<file path="config.mk">
export PLATFORM = sky130hd
export DESIGN_NAME = lpht_hash
export DESIGN_NICKNAME = d
export VERILOG_FILES = /design/src/design/lpht_pkg.sv /design/src/design/lpht_hash.sv
export SDC_FILE = /design/constraint.sdc
export NUM_CORES = 1
export LEC_CHECK = 0
export ABC_AREA = 1
export BUFFER_PORTS_ARGS = -buffer_cell sky130_fd_sc_hd__buf_2
export CAP_MARGIN = 20
export CORE_MARGIN = 2
export CORE_UTILIZATION = 48
export DETAILED_ROUTE_END_ITERATION = 8
export GPL_ROUTABILITY_DRIVEN = 0
export HOLD_SLACK_MARGIN = 0.08
export PLACE_DENSITY = 0.66
export SKIP_LAST_GASP = 1
export SYNTH_ARGS = -nofsm -noshare
export SYNTH_HDL_FRONTEND = slang
export SYNTH_SLANG_ARGS = --single-unit
</file>
<file path="constraint.sdc">
create_clock -name clk_i -period 4.2 [get_ports clk_i]
set_clock_uncertainty 0.1 [all_clocks]
set_input_delay 0.84 -clock clk_i [delete_from_list [all_inputs] [get_ports clk_i]]
set_output_delay 0.84 -clock clk_i [all_outputs]
set_load 0.02 [all_outputs]
</file>
<file path="src/design/lpht_pkg.sv">
// ----------------------------------------------------------------------------
// lpht_pkg
// Types and constants shared by the linear probing hash table.
// ----------------------------------------------------------------------------
package lpht_pkg;

  localparam int unsigned SlotsDef     = 256;
  localparam int unsigned KeyBytesDef  = 8;
  localparam int unsigned ValueBitsDef = 32;
  localparam int unsigned KeyW   = 64;
  localparam int unsigned ValW   = 32;
  localparam int unsigned ModeW  = 3;
  localparam int unsigned StatW  = 2;
  localparam int unsigned SlotW  = 8;
  localparam int unsigned CountW = 9;
  localparam int unsigned CapW   = 9;

  typedef enum logic [ModeW-1:0] {
    MODE_INSERT = 3'd0,
    MODE_ERASE  = 3'd1,
    MODE_SEARCH = 3'd2,
    MODE_FIRST  = 3'd3,
    MODE_NEXT   = 3'd4
  } mode_e;

  typedef enum logic [StatW-1:0] {
    ST_OK       = 2'd0,
    ST_DUP      = 2'd1,
    ST_FULL     = 2'd2,
    ST_NOTFOUND = 2'd3
  } status_e;

  typedef enum logic [1:0] {
    MARK_EMPTY = 2'd0,
    MARK_LIVE  = 2'd1,
    MARK_TOMB  = 2'd2
  } mark_e;

  typedef enum logic [3:0] {
    S_IDLE, S_HASH, S_MOD, S_RD, S_CHK, S_WR, S_SCAN_RD, S_SCAN_CHK, S_OUT
  } state_e;

  typedef struct packed {
    logic [ModeW-1:0]  mode;
    logic [KeyW-1:0]   key;
    logic [ValW-1:0]   value;
  } req_t;

  typedef struct packed {
    logic [StatW-1:0]  status;
    logic [SlotW-1:0]  slot_index;
    logic [KeyW-1:0]   found_key;
    logic [ValW-1:0]   found_value;
    logic [CountW-1:0] entry_count;
  } rsp_t;

endpackage

</file>
<file path="src/design/lpht_hash.sv">
// ----------------------------------------------------------------------------
// lpht_hash
// Key normalization and case folding hash, one byte per cycle, followed by
// a restoring reduction modulo the capacity, one quotient bit per cycle.
// ----------------------------------------------------------------------------
module lpht_hash #(
  parameter int unsigned KEY_BYTES = 8,
  parameter int unsigned SLOTS     = 256
) (
  input  logic                        clk_i,
  input  logic                        rst_ni,
  input  logic                        start_i,
  input  logic [lpht_pkg::KeyW-1:0]   key_i,
  input  logic [$clog2(SLOTS+1)-1:0]  cap_i,
  output logic                        done_o,
  output logic [lpht_pkg::KeyW-1:0]   norm_key_o,
  output logic [$clog2(SLOTS)-1:0]    home_o
);
  import lpht_pkg::*;

  localparam int unsigned CW = $clog2(SLOTS+1);
  localparam int unsigned SW = $clog2(SLOTS);

  logic        hbusy_q, hbusy_d, mbusy_q, mbusy_d, done_q, done_d;
  logic [3:0]  bidx_q, bidx_d;
  logic [6:0]  mbit_q, mbit_d;
  logic        stop_q, stop_d;
  logic [63:0] h_q, h_d;
  logic [KeyW-1:0] k_q, k_d, nk_q, nk_d;
  logic [CW:0] r_q, r_d;
  logic [7:0]  b, bl;
  logic [CW+1:0] trial;

  always_comb begin
    b  = k_q[8*bidx_q[2:0] +: 8];
    bl = (b >= 8'h41 && b <= 8'h5A) ? b + 8'd32 : b;
    trial = {r_q, h_q[mbit_q[5:0]]} - {2'b0, cap_i};
  end

  always_comb begin
    hbusy_d = hbusy_q; mbusy_d = mbusy_q; done_d = 1'b0;
    bidx_d = bidx_q; mbit_d = mbit_q; stop_d = stop_q;
    h_d = h_q; k_d = k_q; nk_d = nk_q; r_d = r_q;
    if (start_i) begin
      hbusy_d = 1'b1; bidx_d = '0; stop_d = 1'b0; h_d = '0; k_d = key_i; nk_d = '0;
    end else if (hbusy_q) begin
      if (!stop_q && b != 8'd0 && bidx_q < 4'(KEY_BYTES)) begin
        h_d = (h_q << 5) + h_q + {56'd0, bl};
        nk_d[8*bidx_q[2:0] +: 8] = b;
      end else begin
        stop_d = 1'b1;
      end
      if (bidx_q == 4'd7) begin
        hbusy_d = 1'b0; mbusy_d = 1'b1; mbit_d = 7'd63; r_d = '0;
      end
      bidx_d = bidx_q + 4'd1;
    end else if (mbusy_q) begin
      if (!trial[CW+1]) r_d = trial[CW:0];
      else r_d = {r_q[CW-1:0], h_q[mbit_q[5:0]]};
      if (mbit_q == 7'd0) begin
        mbusy_d = 1'b0; done_d = 1'b1;
      end
      mbit_d = mbit_q - 7'd1;
    end
  end

  always_ff @(posedge clk_i or negedge rst_ni) begin
    if (!rst_ni) begin
      hbusy_q <= 1'b0; mbusy_q <= 1'b0; done_q <= 1'b0;
      bidx_q <= '0; mbit_q <= '0; stop_q <= 1'b0;
    end else begin
      hbusy_q <= hbusy_d; mbusy_q <= mbusy_d; done_q <= done_d;
      bidx_q <= bidx_d; mbit_q <= mbit_d; stop_q <= stop_d;
    end
  end

  always_ff @(posedge clk_i) begin
    h_q <= h_d; k_q <= k_d; nk_q <= nk_d; r_q <= r_d;
  end

  assign done_o     = done_q;
  assign norm_key_o = nk_q;
  assign home_o     = r_q[SW-1:0];
endmodule

</file>
==> results.cfg <==
[run_status]
status = finished clean

[worst_setup_path]
worst-r2r-setup-slack_ps = 190
crit_family = simple AND/OR/NAND/NOR gates
end_kind = flop
regToRegEndpoint = h_q[41]$_SDFFE_PP0P_
path_cells = buf_12 > or2_0 > nand3_1 > nand3_1 > nand2_1 > nor3_1 > nand3_2 > o21ai_2 > fa_1 > ha_1 > nand2_1 > inv_1 > a21oi_1 > nand2_1 > nand2_1 > nand3_1 > nand2_1 > nand2_1 > xnor2_1 > a21oi_1
cp_slowest_cell = dfrtp_2
crit_path_start_kind = flop
crit_required_ps = 4500
cp_common_cell = nand2_1
arrival_ps = 4310
worstPathMaxFanout = 27
critPathMaxStageDelay_ps = 460
path_buf_inv = 2
worstRegToRegCells = 20
regToRegStartpoint = bidx_q[0]$_DFFE_PN0P_
path_class = reg -> reg

[pwr]
p_int_mw = 5.65
ir_worst_vdd_mv = 0.395
clkPwrFrac = 0.236
power_frac_seq = 0.300
power_switching_share = 0.435
totalPowerFinal_mw = 10.0
p_leak_nw = 10.7
powerDensity_nw_per_um2 = 527
combPwrFrac = 0.464
power_switching_mw = 4.36

[floorplanning]
fp.dieW_um = 191
coreArea_sq_um = 34500
die_area_sq_um = 36600
start_util = 0.487
die_h_um = 191
io_pins = 149
num_rows = 68

[finish]
final_common_cell = nand2_1
drive_above_1_share = 0.0914
finalNetCount = 3033
stdcell_count = 3290
finalInstanceArea_sq_um = 19000
fin_util = 0.550
final_cell_mix = nand2_1 (934), inv_1 (472), nor2_1 (349)
area_delta_synth_final_pct = 12.9

[timing]
finalSetupViolCount = 0
finalWorstSetupSlack_ps = 186
worst_pin_slew_ps = 980
slew_viol_final = 0
setup_tns_ps = 0
period_share = 0.956
period_needed_ps = 4010
max_freq_ghz = 0.249
slew_headroom = 0.347
hold_viol = 0
whs_ps = 124

[clock_network]
clkSinkCount = 217
htreeDepth = 1
clk_pin_slew_ps = 60
cts_made_buffers = 26
clk_latency_ps = 530
root_buffer = clkbuf_16
cts_tree = built
ctsLongestPathBuffers = 3

[synth]
synth_seq_cells = 217
synth.distinct_cells = 42
ys_seq_area_frac = 0.307
ys_async_sr_fraction = 0.0691
synth-edff-count = 74
synth_nets = 2901
syn_area_per_cell_sq_um = 6.27
synth_area_sq_um = 16800
synth_flop_cell = dfxtp_1
yosysWarnings = 0
synthCells = 2683

[placed_design]
pre_cts_ws_ps = 49.8
post-place-cells = 3242
hpwl_um = 40300
io_buffers = 148
placed_cell_area_sq_um = 18000

[route]
ant_nets = 0
viasPerCell = 5.12
first_pass_iters = 8
first_iter_violations = 1364
routed_wl_um = 51900
wl_per_cell_um = 15.8
vias = 16900
drc_errors = 0

[global_route]
antenna_found_initial = 0
grt_pass1_wl_um = 81700
grtUsageTotal = 0.281
grt.overflow.total = 0
grt_pass1_vias = 15700
grt_max_degree = 85

[hold_path]
hold_path.class = in -> async

[run]
max_cap_viol_count = 0
[power by group through the flow]
| stage | combinational, mW | clock, mW | sequential [mW] |
|---|---|---|---|
| finish | 4.64 | 2.36 | 3.00 |
| global route | 5.18 | 2.48 | 3.03 |
| CTS | 4.47 | 2.41 | 2.98 |
| detailed placement | 4.43 | 0 | 3.03 |
| global placement | 4.38 | 0 | 3.02 |
| floorplan | 3.15 | 0 | 2.85 |
[worst max-delay path by stage]
stage                     depth (start not counted)                   end                   from  slack, ps
after floorplan                                  26  h_q[42]$_SDFFE_PP0P_  bidx_q[1]$_DFFE_PN0P_        760
after global routing                             21  h_q[41]$_SDFFE_PP0P_  bidx_q[0]$_DFFE_PN0P_        -50
after global placement                           25  h_q[52]$_SDFFE_PP0P_  bidx_q[0]$_DFFE_PN0P_        150
final                                            20  h_q[41]$_SDFFE_PP0P_  bidx_q[0]$_DFFE_PN0P_        190
after CTS                                        21  h_q[44]$_SDFFE_PP0P_  bidx_q[0]$_DFFE_PN0P_         30
after detailed placement                         21  h_q[44]$_SDFFE_PP0P_  bidx_q[0]$_DFFE_PN0P_         50
[metal layers]
metal,share of wire,vias up,track usage
li1,-,8511,-
met1,0.45,7581,0.384
met2,0.44,630,0.448
met3,0.070,128,0.0411
met4,0.041,0,0.108
met5,0,-,0
[kinds of logic after synthesis]
family / count (synthesis) / share of synthesized area
compound gates: 243 / 0.0780
xor+xnor: 48 / 0.0250
fa+ha+maj: 142 / 0.108
buf+inv: 557 / 0.132
flops: 217 / 0.307
simple gates: 1476 / 0.351
[flip-flops by register name (all words and copies together), names as in the netlist]
name,count
norm_key_o,64
k_q,64
hbusy_q,1
mbit_q,7
r_q,10
h_q,64
stop_q,1
mbusy_q,1
bidx_q,4
done_o,1
[repair_timing]
item | in CTS | in global routing
setup endpoints to repair | 0 | 64
buffers inserted | 0 | 0
gates resized for setup | 0 | 32
hold buffers | 0 | 0
hold endpoints to repair | 0 | 0
[final cells by class]
| class | instances | area [sq um] |
|---|---|---|
| fillers | 3464 | 15500 |
| multi-input cells | 1909 | 9540 |
| flip-flops and latches | 217 | 5160 |
| inverters | 481 | 1820 |
| repair buffers | 180 | 1020 |
| clock buffers | 40 | 774 |
| well taps | 455 | 569 |
| clock inverters | 7 | 121 |
| diodes | 1 | 2.50 |
[synth_stat cells (15+ instances only)]
cell type / n / area [sq um]
a21oi_1: 143 / 716
buf_2: 19 / 95.1
clkbuf_1: 30 / 113
dfrtp_1: 15 / 375
dfxtp_1: 128 / 2560
edfxtp_1: 74 / 2220
ha_1: 137 / 1710
inv_1: 473 / 1780
nand2_1: 944 / 3540
nand3_1: 110 / 551
nor2_1: 351 / 1320
nor3_1: 25 / 125
o21ai_0: 58 / 290
o21bai_1: 18 / 135
xor2_1: 36 / 315
(Power assumes the default switching activity.)
